**src/hdl/sat_pkg.sv**
```systemverilog
// ----------------------------------------------------------------------------
// sat_pkg: shared types and constants for the section address translator
// Request, response, table entry and chain token types, opcodes and class codes.
// ----------------------------------------------------------------------------
package sat_pkg;

   localparam int MAX_SECTIONS = 16;
   localparam int SEC_ID_W = (MAX_SECTIONS > 1) ? $clog2(MAX_SECTIONS) : 1;
   localparam int CMP_W = (SEC_ID_W > 4) ? SEC_ID_W : 4;
   localparam int CNT_W = ($clog2(MAX_SECTIONS + 1) > 5) ? $clog2(MAX_SECTIONS + 1) : 5;

   localparam logic [1:0] OP_LOAD      = 2'd0;
   localparam logic [1:0] OP_TRANSLATE = 2'd1;
   localparam logic [1:0] OP_CLASSIFY  = 2'd2;

   localparam logic [1:0] REGION_OUTSIDE = 2'd0;
   localparam logic [1:0] REGION_RAW     = 2'd1;
   localparam logic [1:0] REGION_VIRTUAL = 2'd2;

   typedef struct packed {
      logic [1:0]  opcode;
      logic [3:0]  entry_index;
      logic [31:0] entry_virtual_base;
      logic [31:0] entry_virtual_length;
      logic [31:0] entry_file_pointer;
      logic [31:0] entry_file_length;
      logic [31:0] query_address;
   } req_type;

   typedef struct packed {
      logic        hit;
      logic [31:0] file_offset;
      logic [3:0]  hit_index;
      logic [1:0]  region_class;
   } rsp_type;

   typedef struct packed {
      logic [31:0] virtual_base;
      logic [31:0] virtual_length;
      logic [31:0] file_pointer;
      logic [31:0] file_length;
   } entry_type;

   typedef struct packed {
      logic        valid;
      logic [1:0]  opcode;
      logic [3:0]  entry_index;
      logic [31:0] query_address;
      rsp_type     rsp;
   } token_type;

endpackage

```
**src/hdl/sat_cell.sv**
```systemverilog
// ----------------------------------------------------------------------------
// sat_cell: one section entry of the translator chain
// Holds one table entry, tests the passing request token against it and
// hands the updated token to the next cell.
// ----------------------------------------------------------------------------
module sat_cell (
   input  logic                             clock,
   input  logic                             reset,
   input  logic                             advance,
   input  logic [sat_pkg::SEC_ID_W-1:0]     entry_id,
   input  logic                             in_use,
   input  logic                             wr_en,
   input  sat_pkg::entry_type               wr_entry,
   input  sat_pkg::token_type               tok_in,
   output sat_pkg::token_type               tok_out
);
   import sat_pkg::*;

   entry_type   entry_ff;
   token_type   tok_ff;
   token_type   tok_next_in;
   logic [31:0] span_offset;
   logic        above_base;
   logic        in_span;
   logic [CMP_W-1:0] id_ext;

   always_ff @(posedge clock) begin
      if (wr_en) begin
         entry_ff <= wr_entry;
      end
   end

   assign id_ext      = CMP_W'(entry_id);
   assign span_offset = tok_in.query_address - entry_ff.virtual_base;
   assign above_base  = tok_in.query_address >= entry_ff.virtual_base;
   assign in_span     = above_base && (span_offset < entry_ff.virtual_length);

   always_comb begin
      tok_next_in = tok_in;
      case (tok_in.opcode)
         OP_TRANSLATE: begin
            // first usable section wins; later cells leave a found token alone
            if (!tok_in.rsp.hit && in_use && (entry_ff.file_length != 32'd0) && in_span) begin
               tok_next_in.rsp.hit         = 1'b1;
               tok_next_in.rsp.file_offset = entry_ff.file_pointer + span_offset;
               tok_next_in.rsp.hit_index   = id_ext[3:0];
            end
         end
         OP_CLASSIFY: begin
            if (CMP_W'(tok_in.entry_index) == id_ext) begin
               if (!in_use || !above_base) begin
                  tok_next_in.rsp.region_class = REGION_OUTSIDE;
               end else if (span_offset <= entry_ff.file_length) begin
                  tok_next_in.rsp.region_class = REGION_RAW;
               end else if (span_offset < entry_ff.virtual_length) begin
                  tok_next_in.rsp.region_class = REGION_VIRTUAL;
               end else begin
                  tok_next_in.rsp.region_class = REGION_OUTSIDE;
               end
            end
         end
         default: begin
         end
      endcase
   end

   always_ff @(posedge clock) begin
      if (reset) begin
         tok_ff.valid <= 1'b0;
      end else if (advance) begin
         tok_ff <= tok_next_in;
      end
   end

   assign tok_out = tok_ff;

endmodule

```
**config.mk**
```make
export PLATFORM = sky130hd
export DESIGN_NAME = sat_cell
export DESIGN_NICKNAME = d
export VERILOG_FILES = /design/src/hdl/sat_pkg.sv /design/src/hdl/sat_cell.sv
export SDC_FILE = /design/constraint.sdc
export NUM_CORES = 1
export LEC_CHECK = 0
export BUFFER_PORTS_ARGS = -buffer_cell sky130_fd_sc_hd__buf_2
export CAP_MARGIN = 20
export CORE_MARGIN = 2
export CORE_UTILIZATION = 55
export CTS_CLUSTER_DIAMETER = 120
export CTS_CLUSTER_SIZE = 28
export DETAILED_ROUTE_END_ITERATION = 8
export PLACE_DENSITY = 0.78
export SKIP_CTS_REPAIR_TIMING = 1
export SYNTH_ARGS = -nofsm -noshare
export SYNTH_HDL_FRONTEND = slang
export SYNTH_SLANG_ARGS = --single-unit
```
**constraint.sdc**
```tcl
create_clock -name clock -period 6.4 [get_ports clock]
set_clock_uncertainty 0.2 [all_clocks]
set_input_delay 0.64 -clock clock [delete_from_list [all_inputs] [get_ports clock]]
set_output_delay 0.64 -clock clock [all_outputs]
set_load 0.03 [all_outputs]
```
# Word level (Yosys, flattened, before mapping)
# Index checks and enable logic that the tools add are counted.
# totals
input_bits	215
out_inout_bits	78
ff_bits	206
word_cells	38
# op_classes
n_eq_ne	3
n_reduce_logical	10
n_bitwise	1
n_addsub	2
n_lt_le_gt_ge	3
muxes	7
# ops
operator	n
2-to-1 mux 37 bit	2
adder 32 bit	1
>= comparator 32 bit	1
<= comparator 32 bit	1
< comparator 32 bit	1
nonzero test 32 bit	1
subtractor 32 bit	1
2-to-1 mux 2 bit	5
== test 4 bit	1
logical AND 1 bit	4
logical NOT 1 bit	3
== test 2 x 1 -> 1 bit, second input constant	1
== test 2 bit, second input constant	1
AND reduction 2 bit	1
logical OR 1 bit	1
inverter 1 bit	1

# Logic depth before layout (Yosys ltp)
# depth
word_depth	7
mapped_depth	25
depth_no_buf	24

# Worst setup path after synthesis
# Ideal clock, no wire load.
# synth_timing
kind	input port to flip-flop
from	input tok_in[39] (netlist bit)
to	register tok_ff (netlist bit tok_out[10]), data pin
path_slack_ns	1.262
required_ns	5.940
t_arrival_ns	4.678
cell_stages	21
setup_time_ns	0.260
n_path_buf	2
path_cell_list	inv_1 > ha_1 > fa_1 > nor2b_1 > o21ai_1 > nand2b_1 > a31oi_4 > o21ai_1 > a21oi_1 > o221ai_1 > a31oi_1 > and4b_1 > or3_1 > ha_1 > a21o_1 > a211oi_1 > o21a_1 > nor3b_2 > buf_6 > buf_6 > mux2_4
# synth_rtl
element	line_no	source
from (decl)	sat_cell.sv:14	input sat_pkg::token_type tok_in,
to (signal assigned)	sat_cell.sv:71	tok_ff <= tok_next_in;
to (decl)	sat_cell.sv:20	token_type tok_ff;

==> impl_metrics.py <==
metrics = {
    "status": {
        "status": "finished clean",
    },
    "timing": {
        "clock.fmax_mhz": 184,
        "hold_viol_final": 0,
        "setup_viol": 0,
        "worst_slew_pin_slew_ns": 1.03,
        "post-route-min-period_ns": 5.44,
        "drv_slew": 0,
        "fin_crit_sh_pct": 85.0,
        "relSlewSlack_pct": 30.3,
        "tns_ns": 0,
        "rsz0062_at_grt": "no",
        "setup_slack_ns": 0.959,
    },
    "drt": {
        "vias_per_cell": 5.52,
        "dr.pass1.iters": 4,
        "vias": 8556,
        "drc": 0,
        "wirelength_microns": 27800,
        "wl_per_cell_microns": 18.0,
        "dr.first_iter.drc_count": 472,
        "ant_nets": 0,
    },
    "floorplanning": {
        "core_region_area_sq_mm": 0.0212,
        "fp.dieArea_sq_mm": 0.0230,
        "die_h_microns": 152,
        "dieWidth_microns": 152,
        "rows": 53,
        "num_io_pins": 293,
        "initial_core_util_pct": 56.4,
    },
    "critical_path": {
        "critical_path.endpoint_type": "flop",
        "start_kind": "flop",
        "worstSetupPathType": "flop to flop",
        "critPathArrivalTime_ns": 5.47,
        "cpPeakStageDelay_ns": 0.45,
        "crit_slowest_cell": "or3_1",
        "cp_max_fo": 37,
        "crit_chain": "ha_1, fa_1, nor2b_1, o21ai_1, nand2b_1, a31oi_4, o21ai_1, a21oi_1, o221ai_1, a31oi_1, and4b_1, or3_1, ha_1, a21o_1, a211oi_1, o21a_1, nor3b_4, buf_12, mux2_2",
        "crit_required_ns": 6.43,
    },
    "synthesis": {
        "syn_nets": 1322,
        "yosys_warnings": 0,
        "syn_inst": 979,
        "synth_xor_area_share_pct": 4.10,
        "synth_adder_area_share_pct": 13.5,
        "synth_top_family_by_area": "compound AO/OA/AOI/OAI gates",
        "muxShareOfSynthArea_pct": 4.52,
        "synth_compound_gate_area_share_pct": 14.8,
        "ys_seq_area_share_pct": 51.6,
        "synthTopCellsByArea": "edfxtp_1 (51%), ha_1 (13%), a21o_1 (4.0%)",
        "synth_top_area_share_pct": 51.4,
        "ys_ff_latch": 206,
        "synthesis.area_sq_mm": 0.0120,
        "async_flop_share_pct": 0,
        "synthFlopType": "edfxtp_1",
        "synth.distinct_cells": 72,
        "avgSynthCellArea_sq_um": 12.2,
        "yosysTopAreaCell": "edfxtp_1",
        "synth-edff-count": 205,
        "yosys.area_share.simple_pct": 6.74,
    },
    "clock_network": {
        "numCtsBuffers": 11,
        "clockRootBuffer": "clkbuf_16",
        "clk_pin_slew_worst_paths_ns": 0.11,
        "worstSkewPairLatency_ns": 0.47,
        "cts_tree": "yes",
        "ctsHtreeMaxLevel": 1,
        "cts_sinks": 206,
        "cts.path.max_buffers": 3,
    },
    "power_and_ir_drop": {
        "leakage_nw": 6.49,
        "irDropWorstVdd_mv": 0.232,
        "power_density_mw_per_mm2": 270,
    },
    "job": {
        "maxCapViolCount": 0,
    },
    "placement": {
        "gp_congestion": 0.900,
        "dp_hpwl_microns": 22500,
        "io_buffers": 292,
        "place_ws_ns": 0.592,
    },
    "cells_and_area": {
        "drive_gt1_share_pct": 28.5,
        "synthToLayoutAreaGrowth_pct": 17.3,
        "fin_nets": 1612,
    },
    "grt": {
        "grt_pass1_vias": 8216,
        "grt_usage_pct": 23.6,
        "antenna_found_initial": 3,
        "gr-total-overflow": 0,
        "grt_pass1_wl_microns": 41600,
        "grt_max_degree": 79,
    },
    "worst_hold_path": {
        "worstHoldPathType": "input pin to flop",
    },
}
-- worst paths after layout --
check / endpoint / slack (ns) / start / depth (start not counted)
min: entry_ff[87] / 0.14 / wr_entry[87] / 1
min reg2reg: tok_out[77] / 0.37 / tok_out[77] / 2
max reg2reg: tok_out[6] / 0.96 / entry_ff[96] / 19
max: tok_out[6] / 0.96 / entry_ff[96] / 19
-- report_power, final --
group	leakage, nW	total (mW)	internal, mW	switching (mW)
registers	1.98	1.63	1.59	0.0349
logic	4.36	1.43	0.603	0.825
clock network	0.148	0.731	0.324	0.407
-- state kept, by name, indices dropped and copies added (netlist names) --
register	count
tok_out	78
entry_ff	128
-- final cells by class --
cell class | count | area [sq um]
tap | 275 | 344
antenna | 6 | 15.0
multi-input combinational | 630 | 5240
sequential | 206 | 6180
clock inverter | 1 | 20.0
fill | 1632 | 7170
clock buffer | 13 | 283
inverter | 125 | 469
timing repair buffer | 295 | 1500
-- per-layer routing --
layer / GRT usage (%) / wire length [microns]
met5: 0 / 0
met4: 5.42 / 539
met3: 2.78 / 1650
met2: 40.4 / 13300
met1: 32.6 / 12400
-- synth_stat cells, types with 17 or more instances --
cell type	count
a21o_1	63
a21oi_1	76
edfxtp_1	205
ha_1	126
inv_1	125
mux2_4	28
nand2_1	35
nand4_1	19
nor2_1	28
o21ai_0	23
o21bai_1	19
xnor2_1	39
xor2_1	17
-- cell usage in the layout, fill, tap and decap left out, drive strengths merged, types with 7 or more instances in the layout --
master / n
a211oi: 8
a21o: 63
a21oi: 80
a31oi: 11
buf: 295
clkbuf: 13
edfxtp: 205
ha: 126
inv: 126
mux2: 36
nand2: 35
nand2b: 11
nand3: 13
nand4: 19
nor2: 28
nor3: 7
nor4: 9
o21ai: 29
o21bai: 19
xnor2: 39
xor2: 17
-- worst max-delay path: cells and delay by family, from the launching register on --
family	cells	cell delay (ns)
AOI/OAI and AO/OA	9	1.79
adders and majority gates	3	0.95
buffers and inverters	1	0.28
DFF	1	0.38
muxes	1	0.37
and+or+nand+nor	5	1.19
-- metrics by stage --
step / instance area [sq um] / cells / total power [mW] / utilization, % / hold slack [ns]
6_report: 14000 / 1551 / 3.79 / 66.2 / 0.140
4_1_cts: 14000 / 1545 / 3.80 / 66.1 / 0.126
2_1_floorplan: 12000 / 979 / 2.68 / - / 0.430
3_5_place_dp: 13700 / 1531 / 3.07 / 64.7 / 0.340
3_3_place_gp: 13700 / 1531 / 3.03 / 64.7 / 0.274
5_1_grt: 14000 / 1548 / 4.02 / 66.2 / 0.122
-- logic make-up after synthesis --
kind of cell | count (synthesis)
DFF | 206
buffers and inverters | 143
AOI/OAI and AO/OA | 254
muxes | 39
xor gates and xnor gates | 56
adders and majority gates | 128
and+or+nand+nor | 153
No activity file was read; power rests on OpenSTA's default activity.
